**config.mk**
```make
export PLATFORM = sky130hd
export DESIGN_NAME = piecewise_linear_interpolator
export DESIGN_NICKNAME = d
export VERILOG_FILES = /design/src/hw/rtl/pli_pkg.sv /design/src/hw/rtl/pli_table.sv /design/src/hw/rtl/pli_divider.sv /design/src/hw/rtl/piecewise_linear_interpolator.sv
export SDC_FILE = /design/constraint.sdc
export NUM_CORES = 2
export LEC_CHECK = 0
export BUFFER_PORTS_ARGS = -buffer_cell sky130_fd_sc_hd__buf_4
export CORE_ASPECT_RATIO = 0.75
export CORE_MARGIN = 1
export CORE_UTILIZATION = 36
export DETAILED_ROUTE_END_ITERATION = 6
export PLACE_DENSITY_LB_ADDON = 0.25
export SYNTH_ARGS = -nofsm -noshare
export SYNTH_HDL_FRONTEND = slang
export SYNTH_SLANG_ARGS = --single-unit
```
**constraint.sdc**
```tcl
create_clock -name clock -period 9 [get_ports clock]
set_clock_uncertainty 0.1 [all_clocks]
set_input_delay 0 -clock clock [delete_from_list [all_inputs] [get_ports clock]]
set_output_delay 0 -clock clock [all_outputs]
set_load 0.01 [all_outputs]
```
**src/hw/rtl/pli_pkg.sv**
```systemverilog
// Package for the piecewise-linear interpolator: field widths, table entry type,
// result codes and controller states. No dependencies.
package pli_pkg;

   localparam int X_W    = 16;
   localparam int Y_W    = 24;
   localparam int IDX_W  = 5;
   localparam int CNT_W  = 6;
   localparam int CODE_W = 3;
   localparam int PROD_W = X_W + Y_W;

   localparam logic OP_WRITE = 1'b0;
   localparam logic OP_QUERY = 1'b1;

   localparam logic [CODE_W-1:0] CODE_INTERIOR = 3'd0;
   localparam logic [CODE_W-1:0] CODE_BELOW    = 3'd1;
   localparam logic [CODE_W-1:0] CODE_ABOVE    = 3'd2;
   localparam logic [CODE_W-1:0] CODE_NONE     = 3'd3;
   localparam logic [CODE_W-1:0] CODE_WRITE    = 3'd4;

   typedef struct packed {
      logic signed [X_W-1:0] x;
      logic signed [Y_W-1:0] y;
   } pli_point_type;

   typedef struct packed {
      logic busy;
      logic done;
   } pli_div_status_type;

   typedef enum logic [3:0] {
      ST_IDLE,
      ST_START,
      ST_READ_FIRST,
      ST_READ_LAST,
      ST_SCAN,
      ST_MULT,
      ST_DIV_LOAD,
      ST_DIV_WAIT,
      ST_DONE
   } pli_state_type;

endpackage

```
**src/hw/rtl/pli_table.sv**
```systemverilog
// Breakpoint table: one write port, one read port, registered read data.
// Depends on pli_pkg.
module pli_table #(
   parameter int DEPTH = 32,
   parameter int AW    = 5
) (
   input  logic                  clock,
   input  logic                  wr_en,
   input  logic [AW-1:0]         wr_addr,
   input  pli_pkg::pli_point_type wr_data,
   input  logic [AW-1:0]         rd_addr,
   output pli_pkg::pli_point_type rd_data
);
   import pli_pkg::*;

   pli_point_type mem [DEPTH];
   pli_point_type rd_data_ff;

   always_ff @(posedge clock) begin
      if (wr_en) begin
         mem[wr_addr] <= wr_data;
      end
   end

   always_ff @(posedge clock) begin
      rd_data_ff <= mem[rd_addr];
   end

   assign rd_data = rd_data_ff;

endmodule

```
**src/hw/rtl/pli_divider.sv**
```systemverilog
// Restoring divider, one quotient bit per cycle. The quotient is known to fit
// in Y_W bits, so only that many steps run. Depends on pli_pkg.
module pli_divider (
   input  logic                          clock,
   input  logic                          reset,
   input  logic                          start,
   input  logic [pli_pkg::PROD_W-1:0]    dividend,
   input  logic [pli_pkg::X_W-1:0]       divisor,
   output logic [pli_pkg::Y_W-1:0]       quotient,
   output pli_pkg::pli_div_status_type   status
);
   import pli_pkg::*;

   localparam int STEP_W = $clog2(Y_W + 1);

   logic [X_W-1:0]    rem_ff, rem_in;
   logic [Y_W-1:0]    low_ff, low_in;
   logic [X_W-1:0]    dvs_ff, dvs_in;
   logic [STEP_W-1:0] count_ff, count_in;
   logic              busy_ff, busy_in;
   logic              done_ff, done_in;
   logic [X_W:0]      trial;

   always_comb begin
      rem_in   = rem_ff;
      low_in   = low_ff;
      dvs_in   = dvs_ff;
      count_in = count_ff;
      busy_in  = busy_ff;
      done_in  = 1'b0;
      trial    = {rem_ff, low_ff[Y_W-1]} - {1'b0, dvs_ff};
      if (start) begin
         // remainder starts below the divisor since the quotient fits Y_W bits
         rem_in   = dividend[PROD_W-1:Y_W];
         low_in   = dividend[Y_W-1:0];
         dvs_in   = divisor;
         count_in = STEP_W'(Y_W);
         busy_in  = 1'b1;
      end else if (busy_ff) begin
         if (!trial[X_W]) begin
            rem_in = trial[X_W-1:0];
            low_in = {low_ff[Y_W-2:0], 1'b1};
         end else begin
            rem_in = {rem_ff[X_W-2:0], low_ff[Y_W-1]};
            low_in = {low_ff[Y_W-2:0], 1'b0};
         end
         count_in = count_ff - 1'b1;
         if (count_ff == STEP_W'(1)) begin
            busy_in = 1'b0;
            done_in = 1'b1;
         end
      end
   end

   always_ff @(posedge clock) begin
      if (reset) begin
         busy_ff  <= 1'b0;
         done_ff  <= 1'b0;
         count_ff <= '0;
      end else begin
         busy_ff  <= busy_in;
         done_ff  <= done_in;
         count_ff <= count_in;
      end
   end

   always_ff @(posedge clock) begin
      rem_ff <= rem_in;
      low_ff <= low_in;
      dvs_ff <= dvs_in;
   end

   assign quotient    = low_ff;
   assign status.busy = busy_ff;
   assign status.done = done_ff;

endmodule

```
**src/hw/rtl/piecewise_linear_interpolator.sv**
```systemverilog
// Piecewise-linear interpolator, top level. Depends on pli_pkg, pli_table, pli_divider.
//
// Breakpoints (x in Q1.15, y in Q16.8) are loaded one per request with opcode
// write; csr_wr_data sets how many entries, from index 0 up, form the curve
// (values above MAX_POINTS count as MAX_POINTS). A query request returns the
// ordinate at req_query_x: the end ordinates outside the table, otherwise
// y_i + (x - x_i)(y_i+1 - y_i)/(x_i+1 - x_i) on the first segment holding x,
// truncated toward zero, with rsp_case_code telling which case applied.
// Entries are held in a single-port-read table with registered read data, so
// the segment search reads one breakpoint per cycle; the quotient comes from a
// bit-serial divider. One request is in work at a time: a write goes straight
// to its response, a query on an empty table reads no entry, one that clamps
// reads the first and last entries, and one that interpolates also scans the
// segments, then multiplies and runs the divider.
// A finished response waits in an output register so the next request is
// taken meanwhile. The table has no reset; querying entries never written
// gives unspecified values.
module piecewise_linear_interpolator #(
   parameter int MAX_POINTS = 32
) (
   input  logic                               clock,
   input  logic                               reset,
   input  logic                               req_valid,
   output logic                               req_ready,
   input  logic                               req_opcode,
   input  logic [pli_pkg::IDX_W-1:0]          req_point_index,
   input  logic signed [pli_pkg::X_W-1:0]     req_point_x,
   input  logic signed [pli_pkg::Y_W-1:0]     req_point_y,
   input  logic signed [pli_pkg::X_W-1:0]     req_query_x,
   output logic                               rsp_valid,
   input  logic                               rsp_ready,
   output logic signed [pli_pkg::Y_W-1:0]     rsp_value,
   output logic [pli_pkg::CODE_W-1:0]         rsp_case_code,
   input  logic                               csr_wr_en,
   input  logic [pli_pkg::CNT_W-1:0]          csr_wr_data
);
   import pli_pkg::*;

   localparam int AW = $clog2(MAX_POINTS);
   localparam int CW = $clog2(MAX_POINTS + 1);

   pli_state_type state_ff, state_in;

   logic [CNT_W-1:0]      point_count_ff;
   logic                  rsp_valid_ff, rsp_valid_in;
   logic signed [Y_W-1:0] rsp_value_ff, rsp_value_in;
   logic [CODE_W-1:0]     rsp_code_ff, rsp_code_in;

   // result waiting for the output register
   logic signed [Y_W-1:0] res_value_ff, res_value_in;
   logic [CODE_W-1:0]     res_code_ff, res_code_in;

   logic signed [X_W-1:0] qx_ff, qx_in;       // query abscissa
   pli_point_type         prev_ff, prev_in;   // entry before the one being read
   logic [AW-1:0]         idx_ff, idx_in;     // index of the entry on rd_data
   logic [X_W-1:0]        dx_ff, dx_in;       // segment width
   logic [X_W-1:0]        dxq_ff, dxq_in;     // offset of query into segment
   logic signed [Y_W:0]   dy_ff, dy_in;       // segment rise
   logic signed [Y_W-1:0] y0_ff, y0_in;
   logic [PROD_W-1:0]     prod_ff, prod_in;   // |offset * rise|
   logic                  neg_ff, neg_in;

   logic [CW-1:0]         n_used;
   logic [AW-1:0]         last_idx;

   logic                  wr_en;
   logic [AW-1:0]         wr_addr;
   pli_point_type         wr_data;
   logic [AW-1:0]         rd_addr;
   pli_point_type         rd_data;

   logic                  div_start;
   logic [Y_W-1:0]        div_quotient;
   pli_div_status_type    div_status;

   logic signed [X_W:0]   seg_dx;
   logic signed [X_W:0]   seg_dxq;
   logic signed [Y_W:0]   seg_dy;
   logic [Y_W:0]          dy_mag;
   logic signed [Y_W:0]   q_signed;
   logic signed [Y_W:0]   interp_sum;
   logic                  req_fire;

   assign n_used   = (32'(point_count_ff) > MAX_POINTS) ? CW'(MAX_POINTS)
                                                         : CW'(point_count_ff);
   assign last_idx = AW'(n_used - CW'(1));
   assign req_fire = req_valid && req_ready;

   // write port: the breakpoint lands in the table the cycle it is accepted
   assign wr_en   = req_fire && (req_opcode == OP_WRITE)
                    && (32'(req_point_index) < MAX_POINTS);
   assign wr_addr = AW'(req_point_index);
   assign wr_data = '{x: req_point_x, y: req_point_y};

   // segment arithmetic on the previous and current entries during the scan
   assign seg_dx  = {rd_data.x[X_W-1], rd_data.x} - {prev_ff.x[X_W-1], prev_ff.x};
   assign seg_dxq = {qx_ff[X_W-1], qx_ff} - {prev_ff.x[X_W-1], prev_ff.x};
   assign seg_dy  = {rd_data.y[Y_W-1], rd_data.y} - {prev_ff.y[Y_W-1], prev_ff.y};

   assign dy_mag     = dy_ff[Y_W] ? (Y_W+1)'(-dy_ff) : (Y_W+1)'(dy_ff);
   assign q_signed   = neg_ff ? -$signed({1'b0, div_quotient})
                              : $signed({1'b0, div_quotient});
   assign interp_sum = {y0_ff[Y_W-1], y0_ff} + q_signed;

   always_comb begin
      state_in     = state_ff;
      req_ready    = 1'b0;
      rd_addr      = '0;
      div_start    = 1'b0;
      rsp_valid_in = rsp_valid_ff && !rsp_ready;
      rsp_value_in = rsp_value_ff;
      rsp_code_in  = rsp_code_ff;
      res_value_in = res_value_ff;
      res_code_in  = res_code_ff;
      qx_in        = qx_ff;
      prev_in      = prev_ff;
      idx_in       = idx_ff;
      dx_in        = dx_ff;
      dxq_in       = dxq_ff;
      dy_in        = dy_ff;
      y0_in        = y0_ff;
      prod_in      = prod_ff;
      neg_in       = neg_ff;

      case (state_ff)
         ST_IDLE: begin
            req_ready = 1'b1;
            if (req_valid) begin
               qx_in = req_query_x;
               if (req_opcode == OP_WRITE) begin
                  res_value_in = '0;
                  res_code_in  = CODE_WRITE;
                  state_in     = ST_DONE;
               end else begin
                  state_in = ST_START;
               end
            end
         end
         ST_START: begin
            if (n_used == '0) begin
               res_value_in = '0;
               res_code_in  = CODE_NONE;
               state_in     = ST_DONE;
            end else begin
               rd_addr  = '0;
               state_in = ST_READ_FIRST;
            end
         end
         ST_READ_FIRST: begin
            // first entry on rd_data; fetch the last one
            prev_in  = rd_data;
            rd_addr  = last_idx;
            state_in = ST_READ_LAST;
         end
         ST_READ_LAST: begin
            if (qx_ff <= prev_ff.x) begin
               res_value_in = prev_ff.y;
               res_code_in  = CODE_BELOW;
               state_in     = ST_DONE;
            end else if (qx_ff >= rd_data.x) begin
               res_value_in = rd_data.y;
               res_code_in  = CODE_ABOVE;
               state_in     = ST_DONE;
            end else begin
               // at least two points here, entry 1 exists
               rd_addr  = AW'(1);
               idx_in   = AW'(1);
               state_in = ST_SCAN;
            end
         end
         ST_SCAN: begin
            if ((qx_ff >= prev_ff.x) && (qx_ff <= rd_data.x)) begin
               // match implies 0 <= offset <= width <= 65535
               dx_in    = seg_dx[X_W-1:0];
               dxq_in   = seg_dxq[X_W-1:0];
               dy_in    = seg_dy;
               y0_in    = prev_ff.y;
               state_in = ST_MULT;
            end else if (idx_ff == last_idx) begin
               res_value_in = '0;
               res_code_in  = CODE_NONE;
               state_in     = ST_DONE;
            end else begin
               prev_in  = rd_data;
               idx_in   = AW'(idx_ff + 1'b1);
               rd_addr  = AW'(idx_ff + 1'b1);
            end
         end
         ST_MULT: begin
            if (dx_ff == '0) begin
               // zero-width segment
               res_value_in = y0_ff;
               res_code_in  = CODE_INTERIOR;
               state_in     = ST_DONE;
            end else begin
               prod_in  = PROD_W'(dxq_ff) * PROD_W'(dy_mag[Y_W-1:0]);
               neg_in   = dy_ff[Y_W];
               state_in = ST_DIV_LOAD;
            end
         end
         ST_DIV_LOAD: begin
            div_start = 1'b1;
            state_in  = ST_DIV_WAIT;
         end
         ST_DIV_WAIT: begin
            if (div_status.done) begin
               res_value_in = interp_sum[Y_W-1:0];
               res_code_in  = CODE_INTERIOR;
               state_in     = ST_DONE;
            end
         end
         ST_DONE: begin
            if (!rsp_valid_ff || rsp_ready) begin
               rsp_valid_in = 1'b1;
               rsp_value_in = res_value_ff;
               rsp_code_in  = res_code_ff;
               state_in     = ST_IDLE;
            end
         end
         default: begin
            state_in = ST_IDLE;
         end
      endcase
   end

   always_ff @(posedge clock) begin
      if (reset) begin
         state_ff       <= ST_IDLE;
         rsp_valid_ff   <= 1'b0;
         point_count_ff <= '0;
      end else begin
         state_ff     <= state_in;
         rsp_valid_ff <= rsp_valid_in;
         if (csr_wr_en) begin
            point_count_ff <= csr_wr_data;
         end
      end
   end

   always_ff @(posedge clock) begin
      rsp_value_ff <= rsp_value_in;
      rsp_code_ff  <= rsp_code_in;
      res_value_ff <= res_value_in;
      res_code_ff  <= res_code_in;
      qx_ff        <= qx_in;
      prev_ff      <= prev_in;
      idx_ff       <= idx_in;
      dx_ff        <= dx_in;
      dxq_ff       <= dxq_in;
      dy_ff        <= dy_in;
      y0_ff        <= y0_in;
      prod_ff      <= prod_in;
      neg_ff       <= neg_in;
   end

   pli_table #(
      .DEPTH (MAX_POINTS),
      .AW    (AW)
   ) u_table (
      .clock   (clock),
      .wr_en   (wr_en),
      .wr_addr (wr_addr),
      .wr_data (wr_data),
      .rd_addr (rd_addr),
      .rd_data (rd_data)
   );

   pli_divider u_divider (
      .clock    (clock),
      .reset    (reset),
      .start    (div_start),
      .dividend (prod_ff),
      .divisor  (dx_ff),
      .quotient (div_quotient),
      .status   (div_status)
   );

   assign rsp_valid     = rsp_valid_ff;
   assign rsp_value     = rsp_value_ff;
   assign rsp_case_code = rsp_code_ff;

endmodule

```
[Word level (Yosys, flattened, before mapping)]
Memory sizes are Yosys's and may differ from the RTL's. A register that Yosys moved wholly into a read port is not among the register bits.
Index checks and enable logic that the tools add are counted.
Word-level totals
  memory bits (writable): 1280
  word-level logic and storage cells: 156
  memories kept: 1
  register bits: 311
  output and inout bits: 29
  latch bits: 0
  memory bits (read-only): 0
Memories
  u_table.mem: words 32, width 40, read ports 1, clocked after memory_dff 1, write ports 1, line pli_table.sv:16  | pli_point_type mem [DEPTH];
Operators by class
  multiplexer cells: 65
  add/subtract/negate cells: 10
  equal/unequal tests: 23
  $lt $le $gt $ge: 5
  $mul: 1
  div/mod/pow operators: 0
  bitwise operators: 3
  shift operators: 0
  reductions and logical operators: 24
Operator list (number)
  24-bit two-way mux: 13
  24-bit one-hot mux with 6 select lines: 1
  40-bit two-way mux: 2
  40-bit one-hot mux with 2 select lines: 1
  16-bit two-way mux: 3
  24-bit negation: 2
  16-bit by 24-bit multiplier with 40-bit output: 1
  4-bit two-way mux: 10
  5-bit two-way mux: 8
  4-bit one-hot mux with 9 select lines: 1
  16-bit >= comparator: 2
  16-bit <= comparator: 2
  16-bit subtractor: 2
  3-bit two-way mux: 9
  24-bit by 24-bit subtractor with 25-bit output: 1
  24-bit adder: 1
  2-bit != test, second input constant: 10
  3-bit one-hot mux with 6 select lines: 1
  17-bit by 16-bit subtractor with 17-bit output: 1
  4-bit by 3-bit == test with 1-bit output, second input constant: 4
  16-bit zero test: 1
  5-bit one-hot mux with 3 select lines: 1
  1-bit two-way mux: 13
  5-bit one-hot mux with 2 select lines: 1
  26 further kinds: 40

[Logic depth before layout (Yosys ltp)]
  word-level depth: 7
  mapped depth: 33

[Hierarchy]
Synthesis repeated with hierarchy kept, for this count alone.
Unflattened totals
  cells, all modules: 5720
  area, all modules: 80071.8 µm²
Modules (own cells, without submodules)
  pli_table: times used 1, cells an instance 2813, seq. area each 39237.6 µm², area each 50564.7 µm²
  piecewise_linear_interpolator: times used 1, cells an instance 2565, seq. area each 7337.0 µm², area each 25783.5 µm²
  pli_divider: times used 1, cells an instance 342, seq. area each 1821.7 µm², area each 3723.6 µm²

[Least setup slack after synthesis]
No wires, ideal clock.
  path kind: reg2reg
  from: register prev_ff[24] (netlist bit)
  to: register res_code_ff[0] (enable)
  path slack: 603 ps
  period minus slack after synthesis: 8397 ps
  path buffers: 0
  arrival: 7509 ps
  stages on the path, launching flop included: 11
  library setup time: 788 ps
  cell sequence: edfxtp_1 > ha_1 > fa_1 > nor2b_4 > o2111ai_2 > nand3b_2 > a2111oi_4 > o31ai_2 > nand2_1 > nor2_1 > nor4_1
On the way
  word-level cells in the longest chain between the ends: 4
  elaborated cells on any way between the ends: 6
  classes of those cells: order compare (2); eq/ne (2); reduce/logical (2)
RTL lines
  start: declaration: line piecewise_linear_interpolator.sv:54  | pli_point_type prev_ff, prev_in;
  start signal: assignment: line piecewise_linear_interpolator.sv:246  | prev_ff <= prev_in;
  16-bit >= comparator: line piecewise_linear_interpolator.sv:172  | if ((qx_ff >= prev_ff.x) && (qx_ff <= rd_data.x)) begin
  1-bit logical AND: line piecewise_linear_interpolator.sv:172
  2-bit != test (no source line)
  9-bit AND reduction (no source line) *
  end signal: assignment: line piecewise_linear_interpolator.sv:244  | res_code_ff <= res_code_in;
  end: declaration: line piecewise_linear_interpolator.sv:51  | logic [CODE_W-1:0] res_code_ff, res_code_in;
Every way passes the cells marked *; elsewhere a longest branch is shown, timed or not.
A chain may end at the register's enable or synchronous reset.

[Worst setup path after layout]
  from: register dy_ff[2]
  to: register prod_ff[38] (data pin)
On the way
  word-level cells in the longest chain between the ends: 3
RTL lines
  start: declaration: line piecewise_linear_interpolator.sv:58  | logic signed [Y_W:0] dy_ff, dy_in;
  start signal: assignment: line piecewise_linear_interpolator.sv:250  | dy_ff <= dy_in;
  24-bit negation: line piecewise_linear_interpolator.sv:100  | assign dy_mag = dy_ff[Y_W] ? (Y_W+1)'(-dy_ff) : (Y_W+1)'(dy_ff);
  24-bit two-way mux *: line piecewise_linear_interpolator.sv:100
  16-bit by 24-bit multiplier with 40-bit output *: line piecewise_linear_interpolator.sv:196  | prod_in = PROD_W'(dxq_ff) * PROD_W'(dy_mag[Y_W-1:0]);
  end signal: assignment: line piecewise_linear_interpolator.sv:252  | prod_ff <= prod_in;
  end: declaration: line piecewise_linear_interpolator.sv:60  | logic [PROD_W-1:0] prod_ff, prod_in;
Marked as above.

==> results.py <==
metrics = {
    "sta": {
        "finalSetupViolCount": 0,
        "tns_ns": 0,
        "rsz_0062_raised_after_global_routing": "no",
        "drv_slew": 0,
        "max_freq_mhz": 119,
        "worstMarginPinSlew_ns": 1.21,
        "fin_crit_ns": 8.39,
        "slew_headroom_pct": 19.0,
        "post-route-period-util_pct": 93.3,
        "finalHoldViolations": 0,
    },
    "routing": {
        "wire_per_inst_um": 23.8,
        "remaining_drc_errors": 0,
        "drt_first_iter_violations": 5295,
        "postRouteAntennaNets": 0,
        "route.vias.total": 50200,
        "detail_route.vias_per_cell": 5.28,
        "dr.pass1.iters": 6,
        "routed_wl_mm": 227,
    },
    "grt": {
        "first_global_vias": 48300,
        "grt_start_max_net_pins": 162,
        "grt_overflow": 0,
        "grt_pass1_wl_mm": 332,
        "track_usage_pct": 20.2,
        "grt_antenna_before_repair": 24,
    },
    "logic_synthesis": {
        "ys.warnings.count": 0,
        "synth_cell_types": 84,
        "fraction_of_the_yosys_area_taken_by_sequential_cells_pct": 60.9,
        "number_of_enable_flip_flop_cells_after_synthesis": 1573,
        "yosys_register_bits": 1631,
        "synth-main-ff-cell": "sky130_fd_sc_hd__edfxtp_1",
        "syn-num-nets": 6855,
        "average_cell_area_after_synthesis_um2": 12.7,
        "syn-instance-count": 6242,
        "ys_async_sr_fraction_pct": 0,
        "area_of_the_mapped_netlist_um2": 79400,
    },
    "worst_setup_path": {
        "path_depth": 28,
        "crit_arrival_ns": 8.85,
        "cpLargestDelayFamily": "adder cells",
        "setup.worst_path.class": "reg2reg",
        "regToRegStartpoint": "dy_ff[2]$_DFFE_PP_",
        "r2r_slack_ns": 0.61,
        "r2r_cells": 28,
        "worst-path-max-fanout": 15,
        "timing.critical_path.required_ns": 9.46,
        "critPathBufInv": 5,
        "start_kind": "register",
        "crit_top_cell": "sky130_fd_sc_hd__fa_1",
        "timing.critical_path.to_type": "register",
        "critPathMaxStageDelay_ns": 0.62,
        "reg2reg_to": "prod_ff[38]$_DFFE_PP_",
        "crit_slowest_cell": "sky130_fd_sc_hd__nor3_1",
    },
    "clock_network": {
        "clkLatencyLatePin_ns": 0.81,
        "ctsRootBufferMaster": "sky130_fd_sc_hd__clkbuf_16",
        "post-cts-setup-buffer-count": 0,
        "cts.sinks": 1631,
        "tritoncts": "yes",
        "h_tree_level_count": 4,
        "cts-buffers-inserted": 162,
        "path_clk_slew_ns": 0.06,
        "cts_buffer_depth": 4,
    },
    "place": {
        "port-buffer-count": 101,
        "hpwl_mm": 144,
        "dp_area_um2": 84000,
        "post-place-cells": 9118,
        "gpl.final_weighted_congestion": 0.871,
    },
    "floorplanning": {
        "die_height_um": 409,
        "chipWidth_um": 544,
        "die_area_um2": 223000,
        "io_pins": 102,
        "start_util_pct": 36.4,
        "std_cell_rows": 148,
        "floorplan_core_area_um2": 218000,
    },
    "flow_run": {
        "maxCapViolations": 0,
    },
    "layout": {
        "drive_gt1_share_pct": 8.56,
        "design.final.nets": 7074,
        "syn_to_final_growth_pct": 13.4,
        "finalInstanceArea_um2": 90000,
        "finish.utilization_pct": 41.3,
        "finalNonFillerCells": 9506,
    },
    "power_and_ir_drop": {
        "power_per_cell_area_nw_per_um2": 180,
        "maximum_vdd_ir_drop_v": 0.000154,
        "static-leakage-power_nw": 32.9,
    },
    "worst_hold_path": {
        "worstHoldPathCells": 2,
        "worst_hold_path_type": "in2reg",
        "min_delay_worst_endpoint": "u_table.mem[21][37]$_DFFE_PP_",
        "hold_path_startpoint": "req_point_x[13]",
    },
    "outcome": {
        "status": "finished clean",
    },
}
cells in the mapped netlist, types with 8 or more instances:
cell | number | area (um2)
sky130_fd_sc_hd__buf_1 | 15 | 56.3
sky130_fd_sc_hd__o31ai_1 | 21 | 158
sky130_fd_sc_hd__or4_1 | 10 | 75.1
sky130_fd_sc_hd__nor4_1 | 51 | 319
sky130_fd_sc_hd__dfxtp_1 | 58 | 1160
sky130_fd_sc_hd__a211o_1 | 8 | 70.1
sky130_fd_sc_hd__nand2_1 | 1278 | 4800
sky130_fd_sc_hd__or3_1 | 18 | 113
sky130_fd_sc_hd__and2_1 | 176 | 1100
sky130_fd_sc_hd__nor2b_1 | 15 | 93.8
sky130_fd_sc_hd__nor3_1 | 43 | 215
sky130_fd_sc_hd__ha_1 | 229 | 2870
sky130_fd_sc_hd__o22ai_1 | 74 | 463
sky130_fd_sc_hd__o21a_1 | 20 | 150
sky130_fd_sc_hd__clkbuf_1 | 172 | 646
sky130_fd_sc_hd__o22ai_2 | 10 | 125
sky130_fd_sc_hd__nand4_1 | 53 | 332
sky130_fd_sc_hd__fa_1 | 311 | 6230
sky130_fd_sc_hd__o21bai_1 | 11 | 82.6
sky130_fd_sc_hd__nand3_1 | 199 | 996
sky130_fd_sc_hd__a211oi_1 | 11 | 82.6
sky130_fd_sc_hd__buf_6 | 16 | 180
sky130_fd_sc_hd__inv_1 | 468 | 1760
sky130_fd_sc_hd__a221oi_1 | 36 | 315
sky130_fd_sc_hd__a21o_1 | 38 | 285
sky130_fd_sc_hd__xor2_1 | 32 | 280
sky130_fd_sc_hd__mux2i_1 | 324 | 3240
sky130_fd_sc_hd__nor2_1 | 163 | 612
sky130_fd_sc_hd__xnor2_1 | 136 | 1190
sky130_fd_sc_hd__buf_2 | 68 | 340
sky130_fd_sc_hd__o41ai_1 | 10 | 87.6
sky130_fd_sc_hd__a32oi_1 | 40 | 350
sky130_fd_sc_hd__and3_1 | 10 | 62.6
sky130_fd_sc_hd__nand2b_1 | 30 | 188
sky130_fd_sc_hd__buf_4 | 9 | 67.6
sky130_fd_sc_hd__edfxtp_1 | 1573 | 47200
sky130_fd_sc_hd__o221ai_1 | 16 | 140
sky130_fd_sc_hd__o21ai_0 | 86 | 430
sky130_fd_sc_hd__a31oi_1 | 50 | 313
sky130_fd_sc_hd__a21boi_0 | 8 | 60.1
sky130_fd_sc_hd__a21oi_1 | 250 | 1250
metal layers:
| metal | vias to the layer above | global-route usage (%) | share of wire, % |
|---|---|---|---|
| li1 | 22600 | - | - |
| met1 | 25400 | 31.6 | 48 |
| met2 | 1901 | 28.9 | 42 |
| met3 | 279 | 3.31 | 7.7 |
| met4 | 8 | 4.58 | 2.1 |
| met5 | - | 0 | 0.022 |
area by class of cell:
type | instances | area (um2)
Antenna cell | 4 | 10.0
Clock buffer | 211 | 4420
Clock inverter | 69 | 564
Fill cell | 20500 | 128000
Inverter | 469 | 1760
Multi-Input combinational cell | 3858 | 28400
Sequential cell | 1631 | 48400
Tap cell | 2925 | 3660
Timing Repair Buffer | 339 | 2880
worst register-to-register path: cells and delay by family, from the launching register on:
kind	cells	cell delay, ns
and+or+nand+nor	5	1.15
adders and majority gates	7	3.34
xor gates and xnor gates	2	0.33
AOI/OAI and AO/OA	9	2.16
buffers and inverters	5	0.65
DFF	1	0.44
stage by stage:
stage	hold WS [ns]	setup WS, ns	total power, mW
after floorplan	-0.00113	0.603	9.26
after global placement	0.0866	0.414	9.74
after detailed placement	0.0948	0.343	9.76
after CTS	0.0252	0.348	16.3
after global routing	0.0566	0.00362	16.7
final	0.0650	0.607	16.2
cell families (layout without fill, tap and decap cells):
kind of cell	count (synthesis)	count (layout)	synth area share, %
simple gates	2076	2076	11.5
flops	1631	1631	60.9
buf+inv	753	1088	3.88
compound gates	750	750	6.26
fa+ha+maj	540	540	11.4
mux	324	324	4.08
xor+xnor	168	168	1.85
other cells	0	4	0
placed cells by master (no fill, tap or decap), types with 14 or more instances in the layout:
cell type | Yosys | layout
sky130_fd_sc_hd__a221oi_1 | 36 | 36
sky130_fd_sc_hd__clkinv_2 | 0 | 25
sky130_fd_sc_hd__edfxtp_1 | 1573 | 1573
sky130_fd_sc_hd__a32oi_1 | 40 | 40
sky130_fd_sc_hd__xnor2_1 | 136 | 133
sky130_fd_sc_hd__inv_1 | 468 | 467
sky130_fd_sc_hd__dfxtp_1 | 58 | 58
sky130_fd_sc_hd__o31ai_1 | 21 | 21
sky130_fd_sc_hd__fa_1 | 311 | 311
sky130_fd_sc_hd__nand3_1 | 199 | 195
sky130_fd_sc_hd__nor2b_1 | 15 | 14
sky130_fd_sc_hd__mux2i_1 | 324 | 324
sky130_fd_sc_hd__o221ai_1 | 16 | 16
sky130_fd_sc_hd__nand2b_1 | 30 | 29
sky130_fd_sc_hd__a21o_1 | 38 | 36
sky130_fd_sc_hd__o21ai_0 | 86 | 83
sky130_fd_sc_hd__clkinv_1 | 0 | 23
sky130_fd_sc_hd__clkbuf_16 | 0 | 165
sky130_fd_sc_hd__dlygate4sd3_1 | 0 | 104
sky130_fd_sc_hd__o21a_1 | 20 | 20
sky130_fd_sc_hd__nor4_1 | 51 | 49
sky130_fd_sc_hd__or3_1 | 18 | 15
sky130_fd_sc_hd__and2_1 | 176 | 176
sky130_fd_sc_hd__nor3_1 | 43 | 41
sky130_fd_sc_hd__nand4_1 | 53 | 53
sky130_fd_sc_hd__xor2_1 | 32 | 32
sky130_fd_sc_hd__clkbuf_1 | 172 | 34
sky130_fd_sc_hd__nand2_1 | 1278 | 1277
sky130_fd_sc_hd__buf_4 | 9 | 229
sky130_fd_sc_hd__nor2_4 | 0 | 36
sky130_fd_sc_hd__a21oi_1 | 250 | 248
sky130_fd_sc_hd__a31oi_1 | 50 | 50
sky130_fd_sc_hd__nor2_1 | 163 | 126
sky130_fd_sc_hd__ha_1 | 229 | 229
sky130_fd_sc_hd__o22ai_1 | 74 | 74
sequential cells by signal, indices dropped and copies added, names as in the netlist, 6 cells and up:
name	cells
u_table.mem	1280
u_divider.rem_ff	16
dx_ff	16
rsp_value	24
qx_ff	16
dxq_ff	16
dy_ff	25
u_table.rd_data	40
u_divider.dvs_ff	16
u_divider.quotient	24
res_value_ff	24
y0_ff	24
prev_ff	40
point_count_ff	6
prod_ff	40
how the worst max path moves through the flow:
| stage | start | endpoint | slack [ns] |
|---|---|---|---|
| after floorplan | prev_ff[24]$_DFFE_PP_ | res_code_ff[0]$_DFFE_PP_ | 0.60 |
| after global placement | dy_ff[5]$_DFFE_PP_ | prod_ff[39]$_DFFE_PP_ | 0.41 |
| after CTS | dy_ff[5]$_DFFE_PP_ | prod_ff[39]$_DFFE_PP_ | 0.35 |
| after detailed placement | dy_ff[5]$_DFFE_PP_ | prod_ff[39]$_DFFE_PP_ | 0.34 |
| final | dy_ff[2]$_DFFE_PP_ | prod_ff[38]$_DFFE_PP_ | 0.61 |
| after global routing | dy_ff[5]$_DFFE_PP_ | prod_ff[38]$_DFFE_PP_ | 0.004 |
power by group:
group	leakage (nW)	internal (mW)	switching (mW)	total, mW
sequential	14.7	8.43	0.0802	8.51
combinational	15.7	0.385	0.749	1.13
clock	2.45	3.69	2.88	6.57
timing repair:
| action | CTS | global route |
|---|---|---|
| endpoints found under the setup margin | 0 | 4 |
| gates resized for setup | 0 | 8 |
| hold buffers | 104 | 0 |
| endpoints found under the hold margin | 1554 | 0 |
(Power assumes the default switching activity.)
